<file path="src/sv/cmnt_pkg.sv">
// Shared types, codes and arithmetic helpers for the Cholesky normal transform.
package cmnt_pkg;

    localparam logic [1:0] REQ_COV  = 2'd0;
    localparam logic [1:0] REQ_MEAN = 2'd1;
    localparam logic [1:0] REQ_VAR  = 2'd2;

    localparam logic [1:0] ST_OK    = 2'd0;
    localparam logic [1:0] ST_NPD   = 2'd1;
    localparam logic [1:0] ST_SING  = 2'd2;
    localparam logic [1:0] ST_NOFAC = 2'd3;

    localparam int         PADDR_W     = 3;
    localparam logic       REG_DIM     = 1'b0;
    localparam logic [3:0] DIM_RESET   = 4'd8;

    localparam int         UNIT_CNT_W  = 6;
    localparam logic [5:0] SQRT_LAST   = 6'd31;
    localparam logic [5:0] DIV_LAST    = 6'd63;

    typedef enum logic [2:0] {
        ACC_NONE,
        ACC_LOAD_COV,
        ACC_LOAD_MEAN,
        ACC_SUB,
        ACC_ADD
    } t_acc_op;

    typedef enum logic {
        UM_SQRT,
        UM_DIV
    } t_unit_mode;

    typedef struct packed {
        t_acc_op    op;
        logic       cov_wr;
        logic       mean_wr;
        logic       var_wr;
        logic       fac_wr;
        logic       piv_load;
        logic       unit_start;
        t_unit_mode unit_mode;
        logic       vec_start;
        logic       emit;
        logic       emit_vec;
        logic [1:0] status;
        logic [2:0] out_index;
        logic       last;
    } t_dp_cmd;

    typedef struct packed {
        logic pipe_empty;
        logic acc_neg;
        logic acc_zero;
        logic unit_busy;
        logic unit_done;
        logic out_free;
    } t_dp_stat;

    function automatic logic signed [63:0] f_sat_add(input logic signed [63:0] a,
                                                     input logic signed [63:0] b);
        logic signed [64:0] s;
        s = {a[63], a} + {b[63], b};
        if (s[64] != s[63]) begin
            return s[64] ? {1'b1, 63'd0} : {1'b0, {63{1'b1}}};
        end
        return s[63:0];
    endfunction

    function automatic logic signed [31:0] f_sat32(input logic signed [63:0] v);
        if (v[63:31] == '0 || v[63:31] == '1) begin
            return v[31:0];
        end
        return v[63] ? 32'h8000_0000 : 32'h7fff_ffff;
    endfunction

endpackage

</file>
<file path="src/sv/cmnt_ctrl.sv">
// Controller: request decode, factorization and transform sequencing.
module cmnt_ctrl #(
    parameter int MAX_DIM = 8,
    parameter int IW      = 3,
    parameter int AW      = 6,
    parameter int NW      = 4
) (
    input  logic                 i_clk,
    input  logic                 i_rst_n,
    input  logic [3:0]           i_dim,
    input  logic                 i_cfg_wr,
    input  logic                 i_in_valid,
    output logic                 o_in_ready,
    input  logic [1:0]           i_req_type,
    input  logic [2:0]           i_row_index,
    input  logic [2:0]           i_col_index,
    input  cmnt_pkg::t_dp_stat   i_stat,
    output cmnt_pkg::t_dp_cmd    o_cmd,
    output logic [AW-1:0]        o_cov_addr,
    output logic [AW-1:0]        o_fa_addr,
    output logic [AW-1:0]        o_fb_addr,
    output logic [IW-1:0]        o_vidx
);
    import cmnt_pkg::*;

    typedef enum logic [3:0] {
        S_IDLE, S_DECODE,
        S_PIV_LOAD, S_PIV_MAC, S_PIV_WAIT, S_SQRT,
        S_COL_LOAD, S_COL_MAC, S_COL_WAIT, S_DIV,
        S_OUT_LOAD, S_OUT_MAC, S_OUT_WAIT, S_ACK
    } t_state;

    t_state          r_state, n_state;
    logic [1:0]      r_type, n_type;
    logic [2:0]      r_row, n_row;
    logic [2:0]      r_col, n_col;
    logic [NW-1:0]   r_i, n_i;
    logic [NW-1:0]   r_j, n_j;
    logic [NW-1:0]   r_k, n_k;
    logic            r_factored, n_factored;
    logic [1:0]      r_err, n_err;
    logic [NW-1:0]   w_n;
    logic            w_row_ok;
    logic            w_col_ok;
    logic            w_row_last;

    function automatic logic [AW-1:0] f_addr(input int r, input int c);
        return AW'(r * MAX_DIM + c);
    endfunction

    always_comb begin
        if (i_dim == '0) begin
            w_n = NW'(1);
        end else if (int'(i_dim) > MAX_DIM) begin
            w_n = NW'(MAX_DIM);
        end else begin
            w_n = NW'(i_dim);
        end
    end

    assign w_row_ok   = int'(r_row) < int'(w_n);
    assign w_col_ok   = int'(r_col) < int'(w_n);
    assign w_row_last = int'(r_row) == int'(w_n) - 1;
    assign o_in_ready = (r_state == S_IDLE);

    always_comb begin
        o_cmd      = '0;
        o_cov_addr = '0;
        o_fa_addr  = '0;
        o_fb_addr  = '0;
        o_vidx     = '0;
        n_state    = r_state;
        n_type     = r_type;
        n_row      = r_row;
        n_col      = r_col;
        n_i        = r_i;
        n_j        = r_j;
        n_k        = r_k;
        n_factored = r_factored;
        n_err      = r_err;
        case (r_state)
            S_IDLE: begin
                if (i_in_valid) begin
                    n_type  = i_req_type;
                    n_row   = i_row_index;
                    n_col   = i_col_index;
                    n_state = S_DECODE;
                end
            end
            S_DECODE: begin
                n_state = S_ACK;
                o_vidx  = IW'(r_row);
                if (r_type == REQ_COV && w_row_ok && w_col_ok) begin
                    o_cmd.cov_wr = 1'b1;
                    o_cov_addr   = f_addr(int'(r_row), int'(r_col));
                    if (w_row_last && int'(r_col) == int'(w_n) - 1) begin
                        n_factored = 1'b0;
                        n_err      = ST_OK;
                        n_j        = '0;
                        n_state    = S_PIV_LOAD;
                    end
                end else if (r_type == REQ_MEAN && w_row_ok) begin
                    o_cmd.mean_wr = 1'b1;
                end else if (r_type == REQ_VAR && w_row_ok) begin
                    o_cmd.var_wr = 1'b1;
                    if (w_row_last && r_factored) begin
                        o_cmd.vec_start = 1'b1;
                        n_i             = '0;
                        n_state         = S_OUT_LOAD;
                    end
                end
            end
            S_PIV_LOAD: begin
                o_cmd.op   = ACC_LOAD_COV;
                o_cov_addr = f_addr(int'(r_j), int'(r_j));
                n_k        = '0;
                n_state    = S_PIV_MAC;
            end
            S_PIV_MAC: begin
                if (r_k < r_j) begin
                    o_cmd.op  = ACC_SUB;
                    o_fa_addr = f_addr(int'(r_j), int'(r_k));
                    o_fb_addr = f_addr(int'(r_j), int'(r_k));
                    n_k       = r_k + 1'b1;
                end else begin
                    n_state = S_PIV_WAIT;
                end
            end
            S_PIV_WAIT: begin
                if (i_stat.pipe_empty) begin
                    if (i_stat.acc_neg) begin
                        n_err   = ST_NPD;
                        n_state = S_ACK;
                    end else if (i_stat.acc_zero) begin
                        n_err   = ST_SING;
                        n_state = S_ACK;
                    end else begin
                        o_cmd.unit_start = 1'b1;
                        o_cmd.unit_mode  = UM_SQRT;
                        n_state          = S_SQRT;
                    end
                end
            end
            S_SQRT: begin
                if (i_stat.unit_done) begin
                    o_cmd.fac_wr   = 1'b1;
                    o_cmd.piv_load = 1'b1;
                    o_fa_addr      = f_addr(int'(r_j), int'(r_j));
                    n_i            = r_j + 1'b1;
                    n_state        = S_COL_LOAD;
                end
            end
            S_COL_LOAD: begin
                if (r_i < w_n) begin
                    o_cmd.op   = ACC_LOAD_COV;
                    o_cov_addr = f_addr(int'(r_i), int'(r_j));
                    n_k        = '0;
                    n_state    = S_COL_MAC;
                end else if (int'(r_j) + 1 < int'(w_n)) begin
                    n_j     = r_j + 1'b1;
                    n_state = S_PIV_LOAD;
                end else begin
                    n_factored = 1'b1;
                    n_state    = S_ACK;
                end
            end
            S_COL_MAC: begin
                if (r_k < r_j) begin
                    o_cmd.op  = ACC_SUB;
                    o_fa_addr = f_addr(int'(r_i), int'(r_k));
                    o_fb_addr = f_addr(int'(r_j), int'(r_k));
                    n_k       = r_k + 1'b1;
                end else begin
                    n_state = S_COL_WAIT;
                end
            end
            S_COL_WAIT: begin
                if (i_stat.pipe_empty) begin
                    o_cmd.unit_start = 1'b1;
                    o_cmd.unit_mode  = UM_DIV;
                    n_state          = S_DIV;
                end
            end
            S_DIV: begin
                if (i_stat.unit_done) begin
                    o_cmd.fac_wr = 1'b1;
                    o_fa_addr    = f_addr(int'(r_i), int'(r_j));
                    n_i          = r_i + 1'b1;
                    n_state      = S_COL_LOAD;
                end
            end
            S_OUT_LOAD: begin
                o_cmd.op = ACC_LOAD_MEAN;
                o_vidx   = r_i[IW-1:0];
                n_k      = '0;
                n_state  = S_OUT_MAC;
            end
            S_OUT_MAC: begin
                if (r_k <= r_i) begin
                    o_cmd.op  = ACC_ADD;
                    o_fa_addr = f_addr(int'(r_i), int'(r_k));
                    o_vidx    = r_k[IW-1:0];
                    n_k       = r_k + 1'b1;
                end else begin
                    n_state = S_OUT_WAIT;
                end
            end
            S_OUT_WAIT: begin
                if (i_stat.pipe_empty && i_stat.out_free) begin
                    o_cmd.emit      = 1'b1;
                    o_cmd.emit_vec  = 1'b1;
                    o_cmd.status    = ST_OK;
                    o_cmd.out_index = 3'(r_i);
                    o_cmd.last      = (int'(r_i) == int'(w_n) - 1);
                    if (int'(r_i) == int'(w_n) - 1) begin
                        n_state = S_IDLE;
                    end else begin
                        n_i     = r_i + 1'b1;
                        n_state = S_OUT_LOAD;
                    end
                end
            end
            S_ACK: begin
                if (i_stat.out_free) begin
                    o_cmd.emit      = 1'b1;
                    o_cmd.out_index = r_row;
                    o_cmd.last      = 1'b1;
                    if (r_factored) begin
                        o_cmd.status = ST_OK;
                    end else if (r_err != ST_OK) begin
                        o_cmd.status = r_err;
                    end else begin
                        o_cmd.status = ST_NOFAC;
                    end
                    n_state = S_IDLE;
                end
            end
            default: begin
                n_state = S_IDLE;
            end
        endcase
        if (i_cfg_wr) begin
            n_factored = 1'b0;
            n_err      = ST_OK;
        end
    end

    always_ff @(posedge i_clk) begin
        if (!i_rst_n) begin
            r_state    <= S_IDLE;
            r_type     <= '0;
            r_row      <= '0;
            r_col      <= '0;
            r_i        <= '0;
            r_j        <= '0;
            r_k        <= '0;
            r_factored <= 1'b0;
            r_err      <= ST_OK;
        end else begin
            r_state    <= n_state;
            r_type     <= n_type;
            r_row      <= n_row;
            r_col      <= n_col;
            r_i        <= n_i;
            r_j        <= n_j;
            r_k        <= n_k;
            r_factored <= n_factored;
            r_err      <= n_err;
        end
    end

`ifndef SYNTHESIS
    a_emit_free: assert property (@(posedge i_clk) disable iff (!i_rst_n)
        o_cmd.emit |-> i_stat.out_free)
        else $error("result written into occupied output register");
    a_unit_start: assert property (@(posedge i_clk) disable iff (!i_rst_n)
        o_cmd.unit_start |-> (!i_stat.unit_busy && i_stat.pipe_empty))
        else $error("unit started with busy unit or pending accumulation");
    a_unit_runs: assert property (@(posedge i_clk) disable iff (!i_rst_n)
        o_cmd.unit_start |=> i_stat.unit_busy)
        else $error("unit did not start");
    a_fac_wr: assert property (@(posedge i_clk) disable iff (!i_rst_n)
        o_cmd.fac_wr |-> i_stat.unit_done)
        else $error("factor written without unit result");
`endif

endmodule

</file>
<file path="config.mk">
export PLATFORM = sky130hd
export DESIGN_NAME = cmnt_ctrl
export DESIGN_NICKNAME = d
export VERILOG_FILES = /design/src/sv/cmnt_pkg.sv /design/src/sv/cmnt_ctrl.sv
export SDC_FILE = /design/constraint.sdc
export NUM_CORES = 1
export LEC_CHECK = 0
export ABC_CLOCK_PERIOD_IN_PS = 2650
export BUFFER_PORTS_ARGS = -buffer_cell sky130_fd_sc_hd__buf_2
export CAP_MARGIN = 0
export CELL_PAD_IN_SITES_DETAIL_PLACEMENT = 2
export CELL_PAD_IN_SITES_GLOBAL_PLACEMENT = 2
export CORE_MARGIN = 1
export CORE_UTILIZATION = 29
export CTS_CLUSTER_SIZE = 20
export DETAILED_ROUTE_END_ITERATION = 12
export PLACE_DENSITY = 0.85
export SLEW_MARGIN = 30
export SYNTH_ARGS = -nofsm -noshare
export SYNTH_HDL_FRONTEND = slang
export SYNTH_SLANG_ARGS = --single-unit
</file>
<file path="constraint.sdc">
create_clock -name i_clk -period 2.65 [get_ports i_clk]
set_clock_uncertainty 0.05 [all_clocks]
set_input_delay 0.265 -clock i_clk [delete_from_list [all_inputs] [get_ports i_clk]]
set_output_delay 0.265 -clock i_clk [all_outputs]
set_load 0.05 [all_outputs]
</file>
# ---- After elaboration in Yosys (flattened, before gate mapping)
# Cells that the tools add are included.
dict set report totals {
  in_bits 22
  elab_cells 191
  ff_bits 27
}
dict set report op_classes {
  muxes 95
  order_cmp 7
  n_reduce_logical 26
  n_eq_ne 43
  bitwise 1
  addsub 10
}
# cell n
set ops {}
lappend ops {{$mux 4} 33}
lappend ops {{$mux 6} 9}
lappend ops {{$pmux 4 s13} 1}
lappend ops {{$ne 2x2->1 const B} 22}
lappend ops {{$pmux 4 s4} 2}
lappend ops {{$pmux 6 s5} 1}
lappend ops {{$mux 2} 14}
lappend ops {{$add 6x4->6} 4}
lappend ops {{$eq 4x4->1 const B} 6}
lappend ops {{$mux 1} 18}
lappend ops {{$mux 3} 6}
lappend ops {{$pmux 6 s3} 1}
lappend ops {{$reduce_and 9->1} 2}
lappend ops {{$eq 4x3->1 const B} 4}
lappend ops {{$pmux 3 s5} 1}
lappend ops {{$reduce_and 5->1} 3}
lappend ops {{$add 4x1->4 const B} 3}
lappend ops {{$pmux 6 s2} 1}
lappend ops {{$eq 4x5->1} 2}
lappend ops {{$pmux 3 s3} 1}
lappend ops {{$eq 4x2->1 const B} 2}
lappend ops {{$logic_not 4->1} 2}
lappend ops {{$lt 3x4->1} 2}
lappend ops {{$lt 4x4->1} 2}
lappend ops {{24 further kinds} 40}

# ---- Longest topological paths before layout
dict set report logic_depth {
  word_depth 11
  ltp_mapped 11
  mapped_depth_nobuf 10
}

# ---- Least setup slack after synthesis
# No wires, ideal clock.
dict set report synth_timing {
  kind {register to register}
  from {register r_state[2]}
  to {register r_col[0]}
  slack_ns -0.755
  n_path_buf 2
  setup_time_ns 0.128
  period_less_slack_ns 3.405
  stages_incl_launch_ff 7
  arrival_time_ns 3.228
  path_cell_list {dfxtp_1 buf_2 buf_1 nor4_1 nand2_1 mux2i_1 nor2_1}
}
dict set report synth_via {
  elab_chain_len 2
}
# element line_no
set synth_rtl {}
lappend synth_rtl {{from (decl)} cmnt_ctrl.sv:33} ;# t_state r_state, n_state;
lappend synth_rtl {{from (signal assigned)} cmnt_ctrl.sv:260} ;# r_state <= n_state;
lappend synth_rtl {{$logic_not 4->1} n/a}
lappend synth_rtl {{net o_in_ready} cmnt_ctrl.sv:13} ;# output logic o_in_ready,
lappend synth_rtl {{$reduce_and 2->1 (no source line)} n/a}
lappend synth_rtl {{to (signal assigned)} cmnt_ctrl.sv:263} ;# r_col <= n_col;
lappend synth_rtl {{to (decl)} cmnt_ctrl.sv:36} ;# logic [2:0] r_col, n_col;
# The timed path passes the listed nets, and every way through them passes these cells.
# A chain may end at the register's enable or synchronous reset.

# ---- Worst setup path in the final report
dict set report layout_timing {
  from {register r_j[0]}
  to {register r_j[0]}
}
dict set report layout_via {
  elab_chain_len 4
  word_cells_on_any_way 8
  classes_between {add/sub (2); order compare (1); eq/ne (1); mux (3); reduce/logical (1)}
}
# element line_no
set layout_rtl {}
lappend layout_rtl {{from (decl)} cmnt_ctrl.sv:38} ;# logic [NW-1:0] r_j, n_j;
lappend layout_rtl {{from (signal assigned)} cmnt_ctrl.sv:265} ;# r_j <= n_j;
lappend layout_rtl {{$add 4x1->5 / $add 4x1->4 (equally long branches)} {cmnt_ctrl.sv:159, cmnt_ctrl.sv:160}}
lappend layout_rtl {{$lt 5x4->1 / $mux 4 (equally long branches)} cmnt_ctrl.sv:159} ;# end else if (int'(r_j) + 1 < int'(w_n)) begin
lappend layout_rtl {{$ne 2x2->1 (no source line) / $mux 4 (equally long branches)} n/a}
lappend layout_rtl {{$reduce_and 5->1 (no source line) / $pmux 4 s2 (equally long branches)} n/a}
# Several ways; a longest one is shown, not always the timed one. The select of a mux whose other input is x is not followed.

==> impl_metrics.yaml <==
outcome:
  outcome: "finished with violations"
  violations: "setup timing"
pwr:
  p_per_area_mw_per_mm2: 744
  total_power_w: 0.00341
  p_leak_nw: 2.08
  peakVddDrop_v: 0.000277
logic_synthesis:
  yosysMostFrequentCell: "nand2_1"
  synth_edf_count: 0
  synth_area_leader_cell: "dfxtp_1"
  ys_seq_area_share_pct: 18.3
  synthDistinctLibCells: 70
  syn_inst: 378
  yosysWarnings: 0
  async_flop_share_pct: 0
  synthesis.nets: 432
  syn_avg_cell_area_um2: 7.82
  synthFlopType: "dfxtp_1"
  yosys_register_bits: 27
  synth_top_area_share_pct: 18.3
  synth.area.top_cells: "dfxtp_1, ha_1, nand2_1"
  syn_area_mm2: 0.00295
  synthTopCellsByCount: "nand2_1, ha_1, nor2_1"
clocking:
  cts_sinks: 27
  h-tree-depth: 1
  cts-root-buf: "clkbuf_8"
  clk_latency_ns: 0.32
  cts_made_buffers: 3
  clock_path_buffers: 2
  ctsHoldBuffers: 0
  cts_tree: "yes"
  cts.reportedPaths.clkPinSlew_ns: 0.12
layout:
  design_area_mm2: 0.00458
  multi_input_area_mm2: 0.00270
  fill_cells: 1123
  regArea_um2: 571
  layout-drive-gt1-share_pct: 48.1
  area_growth_syn_to_layout_pct: 55.1
  nets: 558
  stdcell_count: 637
timing:
  clock.fmax_ghz: 0.339
  finalMaxSlewViolations: 0
  finalCritPeriodShare_pct: 111
  hold_viol: 0
  slew-limit-headroom_pct: 50.1
  worst_pin_slew_ns: 0.748
  layout_min_cycle_time_ns: 2.95
  setup_slack_ns: -0.298
  rsz0062_at_grt: "yes"
  tns_ns: -2.79
  setup_viol: 30
job:
  maxCapViolations: 0
placement:
  gp_congestion: 0.905
  portBuffers: 61
  dp.cells: 612
  place_hpwl_um: 11400
  pre_cts_ws_ns: -0.305
  placed_cell_area_mm2: 0.00384
worst_setup_path:
  crit_fanout: 5
  start_kind: "flip-flop"
  critPathKind: "flip-flop to flip-flop"
  crit_arrival_ns: 3.12
  cp.required_ns: 2.83
  end_kind: "flip-flop"
detailed_routing:
  drt-initial-drc-count: 241
  drt-wirelength-per-cell_um: 32.1
  viasPerCell: 6.25
  vias: 3980
  wirelength_um: 20400
  drt_first_pass_iters: 5
  drc: 0
  ant_nets: 0
global_routing:
  grt_max_degree: 25
  antenna_found_initial: 1
  grt_pass1_wl_um: 25100
  overflow: 0
  grtUsageTotal_pct: 32.6
  first_global_vias: 4162
worst_hold_path:
  hold_class: "input pin to flip-flop"
floorplanning:
  num_io_pins: 63
  coreArea_mm2: 0.00982
  die_area_mm2: 0.0106
  start_util_pct: 30.1
  std_cell_rows: 36
  die_h_um: 103
  die_x_um: 103
==> final timing paths <==
| kind | from | end | slack, ns | depth (start not counted) |
|---|---|---|---|---|
| hold / removal | i_row_index[0] | r_row[0] | 0.16 | 3 |
| setup / recovery | r_j[0] | r_j[0] | -0.30 | 10 |
| setup reg to reg | r_j[0] | r_j[0] | -0.30 | 10 |
| hold reg to reg | r_err[0] | r_err[0] | 0.44 | 2 |
==> kinds of logic after synthesis <==
family                   synth area share (%)
adder cells (fa/ha/maj)                  13.9
buffers and inverters                    5.08
AND/OR/NAND/NOR                          28.7
XOR/XNOR                                 4.32
AO/OA/AOI/OAI                            24.9
multiplexers                             4.87
flip-flops                               18.3
==> what timing repair did <==
item,in CTS,in global routing
setup buffers,6,15
gates resized for setup,53,86
setup endpoints to repair,34,43
pin swaps,9,27
==> layout make-up <==
type                            instances  share of cell area [%]
Antenna cell                            1                  0.0546
Sequential cell                        27                    12.5
Timing Repair Buffer                  137                    22.0
Inverter                               22                    1.99
Clock buffer                            3                   0.901
Tap cell                              133                    3.63
Multi-Input combinational cell        313                    58.9
Clock inverter                          1                   0.109
==> flip-flops by register name, indices dropped and copies added, names as in the netlist <==
name        flops
r_j             4
r_col           3
r_factored      1
r_k             4
r_row           3
r_err           2
r_state         4
r_type          2
r_i             4
==> worst max-delay path, stage by stage (launching register included) <==
cell and delay (ns):
dfxtp_4 0.43, nand3_2 0.19, xnor2_2 0.33, ha_4 0.27
nand3_1 0.11, a31oi_2 0.08, a2111oi_4 0.36, buf_4 0.21
a22oi_4 0.09, or4_4 0.47, a21oi_4 0.24
==> where the power goes <==
group          switching, W  internal, W
logic               0.00160     0.000916
registers          0.000124     0.000481
clock network      0.000181     0.000107
==> placed cells by master (no fill, tap or decap), types with 9 or more instances in the layout <==
| master | n |
|---|---|
| a21oi_1 | 12 |
| buf_2 | 46 |
| buf_4 | 73 |
| buf_6 | 9 |
| dfxtp_1 | 11 |
| dfxtp_2 | 12 |
| ha_1 | 22 |
| ha_4 | 9 |
| inv_1 | 16 |
| mux2i_1 | 11 |
| nand2_1 | 33 |
| nand3_1 | 11 |
| nor2_1 | 26 |
| nor2b_1 | 9 |
| nor3_1 | 11 |
| o21ai_0 | 12 |
==> per-stage QoR <==
step	util, %	hold slack (ns)
2_1_floorplan	-	0.359
3_3_place_gp	39.1	0.401
3_5_place_dp	39.1	0.427
4_1_cts	41.8	0.140
5_1_grt	46.7	0.180
6_report	46.7	0.160
==> metal layers <==
| metal | up-vias | routed length, µm | global-route usage [%] |
|---|---|---|---|
| li1 | 1652 | - | - |
| met1 | 1977 | 7680 | 35.8 |
| met2 | 242 | 10100 | 59.2 |
| met3 | 109 | 1270 | 4.61 |
| met4 | 0 | 1400 | 20.4 |
| met5 | - | 0 | 0 |
No activity file was read; power rests on OpenSTA's default activity.
